`config.mk`:
```
export PLATFORM = sky130hd
export DESIGN_NAME = sbo_cross_unit
export DESIGN_NICKNAME = d
export VERILOG_FILES = /design/src/sbo_pkg.sv /design/src/sbo_cross_unit.sv
export SDC_FILE = /design/constraint.sdc
export NUM_CORES = 2
export LEC_CHECK = 0
export ABC_CLOCK_PERIOD_IN_PS = 10200
export BUFFER_PORTS_ARGS = -buffer_cell sky130_fd_sc_hd__buf_4
export CAP_MARGIN = 40
export CORE_MARGIN = 4
export CORE_UTILIZATION = 67
export CTS_CLUSTER_DIAMETER = 40
export DETAILED_ROUTE_END_ITERATION = 6
export GPL_TIMING_DRIVEN = 0
export PLACE_DENSITY = 0.85
export SETUP_SLACK_MARGIN = 0.5
export SLEW_MARGIN = 25
export SYNTH_ARGS = -nofsm -noshare
export SYNTH_HDL_FRONTEND = slang
export SYNTH_SLANG_ARGS = --single-unit
```
`constraint.sdc`:
```
create_clock -name clk -period 10.2 [get_ports clk]
set_input_delay 1.53 -clock clk [delete_from_list [all_inputs] [get_ports clk]]
set_output_delay 1.53 -clock clk [all_outputs]
set_load 0.02 [all_outputs]
```
`src/sbo_pkg.sv`:
```
// Shared types and constants for the segment versus obstacle-box checker.
// Used by the box table, the cross-product compare unit and the top level.
// No dependencies.
package sbo_pkg;

  // Item modes.
  localparam logic [1:0] MODE_CLEAR = 2'd0;
  localparam logic [1:0] MODE_ADD   = 2'd1;
  localparam logic [1:0] MODE_QUERY = 2'd2;

  // Field widths.
  localparam int CoordW = 24;
  localparam int HalfW  = 23;
  localparam int ClrW   = 16;
  // Grown box bounds, slab numerators, denominators and products.
  localparam int BoundW = 26;
  localparam int NumW   = 27;
  localparam int DenW   = 26;
  localparam int ProdW  = NumW + DenW;

  // One stored obstacle box.
  typedef struct packed {
    logic signed [CoordW-1:0] cx;
    logic signed [CoordW-1:0] cy;
    logic [HalfW-1:0]         hx;
    logic [HalfW-1:0]         hy;
  } box_t;

  // Operands of one cross compare: a*b against c*e.
  typedef struct packed {
    logic signed [NumW-1:0] a;
    logic signed [DenW-1:0] b;
    logic signed [NumW-1:0] c;
    logic signed [DenW-1:0] e;
  } cross_op_t;

  // Result of one cross compare.
  typedef struct packed {
    logic pos;  // a*b > c*e
    logic neg;  // a*b < c*e
  } cross_cmp_t;

endpackage

```
`src/sbo_cross_unit.sv`:
```
// Shared cross-multiplication compare unit: registers a*b and c*e,
// then compares the two products. Depends on sbo_pkg.
module sbo_cross_unit (
  input  logic                  clk,
  input  sbo_pkg::cross_op_t    op,
  output sbo_pkg::cross_cmp_t   cmp
);
  import sbo_pkg::*;

  logic signed [NumW-1:0]  a;
  logic signed [DenW-1:0]  b;
  logic signed [NumW-1:0]  c;
  logic signed [DenW-1:0]  e;
  logic signed [ProdW-1:0] p1;
  logic signed [ProdW-1:0] p2;

  assign a = op.a;
  assign b = op.b;
  assign c = op.c;
  assign e = op.e;

  // Both products are registered before the compare.
  always_ff @(posedge clk) begin
    p1 <= ProdW'(a) * ProdW'(b);
    p2 <= ProdW'(c) * ProdW'(e);
  end

  assign cmp.pos = (p1 > p2);
  assign cmp.neg = (p1 < p2);

endmodule

```
==> results by group <==
Status
  – Status: complete, no violations

Clock network
  – Clk buf depth: 2
  – CTS Hold Buffers Added: 0
  – CTS resizes: 1
  – CTS tree: built
  – Clock root buffer: clkbuf_16
  – TritonCTS Sinks: 106
  – Clk slew on worst S/H paths: 0.08 ns
  – Num CTS Buffers: 9
  – CTS H-Tree Depth: 3
  – Postcts setup bufs: 0

Detailed routing
  – TritonRoute pass-1 iters: 7
  – WL per Instance: 23.0 um
  – Vias: 41100
  – Detailed Route Iter0 Violations: 3757
  – # DRC: 0
  – Final wirelength: 161000 um
  – Vias per inst: 5.86
  – Remaining antenna violation count: 0

STA
  – Setup_tns: 0 ns
  – Final setup fails: 0
  – Endpoints failing hold: 0
  – RSZ-0062 raised after global routing: yes
  – Rel. slew slack: 0.370
  – Slew Viols, Final: 0
  – Tmin final: 9.58 ns
  – Maximum clock frequency: 104 MHz
  – Fin crit share: 0.939
  – Slew @ Worst Pin: 0.945 ns

Min path
  – Worst min-delay path class: primary input to flip-flop

Critical path
  – Crit path DAT: 9.82 ns
  – Critical Path Source Type: primary input
  – Critical path endpoint category: flip-flop
  – Worst setup path class: primary input to flip-flop
  – Critical Path RT: 10.44 ns
  – Crit path max fanout: 10

Finish
  – Post-Route Utilization: 0.711
  – Area Growth Syn to Fin: 4.59%
  – Final std cells w/o fill: 7012
  – Number of fill cells: 6163
  – Share of post-route cells with drive strength above 1: 0.0277
  – Fin nets: 7876

Yosys
  – Post-synth EDFFs: 0
  – Syn Inst Count: 5843
  – Syn avg cell area: 9.23 sq um
  – Register area share after synthesis: 0.0393
  – Yosys reg bits: 106
  – Post-synth ARST share: 0
  – Synth top area share: 0.545
  – Post-synth cell types: 73
  – Yosys warning count: 0
  – Top FF cell, synth: dfxtp_1
  – Top post-synthesis cells by area: fa_1 (54%), inv_1 (11%), ha_1 (8.1%)
  – Syn_nets: 7767
  – Synth area leader: fa_1
  – Post-Syn Area: 53900 sq um

Global routing
  – First-pass GRT wire length: 254000 um
  – Antenna violations before repair: 8
  – Largest net degree at the start of global routing: 20
  – Vias in the first global route: 45400
  – GRT overflow: 0
  – GRT Total Usage: 0.395

Floorplan
  – Die height: 292 um
  – Row count: 103
  – Die Wd: 292 um
  – Area of the core: 79400 sq um
  – Die ar.: 85100 sq um
  – # IOs: 109
  – Starting Density: 0.680

Placement
  – Detailed Place HPWL: 137000 um
  – # port buffers: 78
  – Routability cong.: 1.04
  – Dpl cells: 6979

Flow run
  – Max-cap violations: 0
==> cell type report <==
class | instances | area [sq um] | share of cell area
diodes | 5 | 12.5 | 0.000222
clock buffers | 10 | 239 | 0.00424
inverters | 1541 | 5780 | 0.103
multi-input cells | 3934 | 45100 | 0.799
repair buffers | 98 | 818 | 0.0145
well taps | 1050 | 1310 | 0.0233
clock inverters | 6 | 58.8 | 0.00104
flip-flops and latches | 106 | 2120 | 0.0376
plain buffers | 262 | 1010 | 0.0179
==> cells in the mapped netlist (3+ instances only) <==
library cell,number
a2111oi_0,4
a211o_1,5
a211oi_1,7
a21o_1,60
a21oi_1,109
a21oi_2,4
a221oi_1,3
a311oi_1,4
a31oi_1,8
a41oi_1,3
and2_1,582
and3_1,11
and4_1,4
buf_2,4
clkbuf_1,255
dfxtp_1,106
fa_1,1468
ha_1,349
inv_1,1541
nand2_1,834
nand2b_1,24
nand3_1,29
nand4_1,22
nor2_1,103
nor2b_1,16
nor3_1,14
nor4_1,5
o211ai_1,4
o21a_1,15
o21ai_0,49
o21ai_1,10
o21ai_2,3
o21bai_1,14
o221ai_1,3
o31ai_1,3
or2_2,5
or3_1,3
xnor2_1,84
xor2_1,32
==> cells by family (layout without fill, tap and decap cells) <==
| kind of cell | Yosys count | count (layout) | synth area share |
|---|---|---|---|
| adder cells (fa/ha/maj) | 1817 | 1817 | 0.626 |
| multiplexers | 2 | 2 | 0.000371 |
| XOR/XNOR | 116 | 116 | 0.0188 |
| other | 0 | 5 | 0 |
| AO/OA/AOI/OAI | 333 | 333 | 0.0405 |
| flip-flops | 106 | 106 | 0.0393 |
| AND/OR/NAND/NOR | 1666 | 1666 | 0.150 |
| buffers and inverters | 1803 | 1917 | 0.126 |
==> final timing paths <==
path,startpoint,endpoint,depth (start not counted)
setup / recovery,op[2],p2[52],27
hold / removal,op[0],p2[0],2
==> state kept, by name, indices dropped and copies added, names as in the netlist <==
signal and cells:
p1 53, p2 53
==> through the flow <==
| step | setup slack (ns) | hold slack, ns | area (sq um) |
|---|---|---|---|
| after floorplan | 2.03 | 1.65 | 53900 |
| after CTS | 0.576 | 1.44 | 56200 |
| after detailed placement | 0.107 | 1.83 | 55900 |
| final | 0.624 | 1.44 | 56400 |
| after global routing | 0.492 | 1.46 | 56400 |
| after global placement | 0.240 | 1.83 | 55800 |
==> cells in the final DEF, fill, tap and decap left out, types with 5 or more instances in the layout <==
master	instances
dfxtp_1	106
o21ai_1	10
xor2_1	32
a211o_1	5
nor3_1	14
clkbuf_16	9
xnor2_1	84
nand2_1	834
inv_1	1541
buf_4	78
a211oi_1	7
buf_6	18
clkbuf_2	14
fa_1	1468
nand2b_1	24
o21bai_1	14
nand3_1	29
a21o_1	60
o21a_1	15
a21oi_1	109
or2_2	5
diode_2	5
clkbuf_1	242
a31oi_1	8
and3_1	11
nand4_1	22
nor2b_1	16
nor2_1	103
and2_1	582
o21ai_0	49
ha_1	349
==> layer usage <==
metal,vias to the layer above,track usage,share of wire
met2,2458,0.611,0.45
met5,-,0,0
met1,21000,0.518,0.36
met3,711,0.103,0.12
li1,16900,-,-
met4,0,0.212,0.072
==> worst max-delay path: stages <==
cell and delay [ns]:
clkbuf_2 0.33, clkbuf_1 0.49, nand2_1 0.16, fa_1 0.57, inv_1 0.06, fa_1 0.53
inv_1 0.05, fa_1 0.52, inv_1 0.05, fa_1 0.41, fa_1 0.51, fa_1 0.57
inv_1 0.06, fa_1 0.48, inv_1 0.04, ha_1 0.26, clkbuf_2 0.16, a21oi_1 0.19
o21ai_0 0.14, o21ai_0 0.50, a311oi_1 0.37, o31ai_1 0.67, o21ai_1 0.24, and2_4 0.23
a31oi_1 0.34, o21ai_1 0.15, xnor2_1 0.16
Power is left out: the tool's default activity adds up to more than one toggle a clock period on the data nets, which glitch-free logic cannot reach.
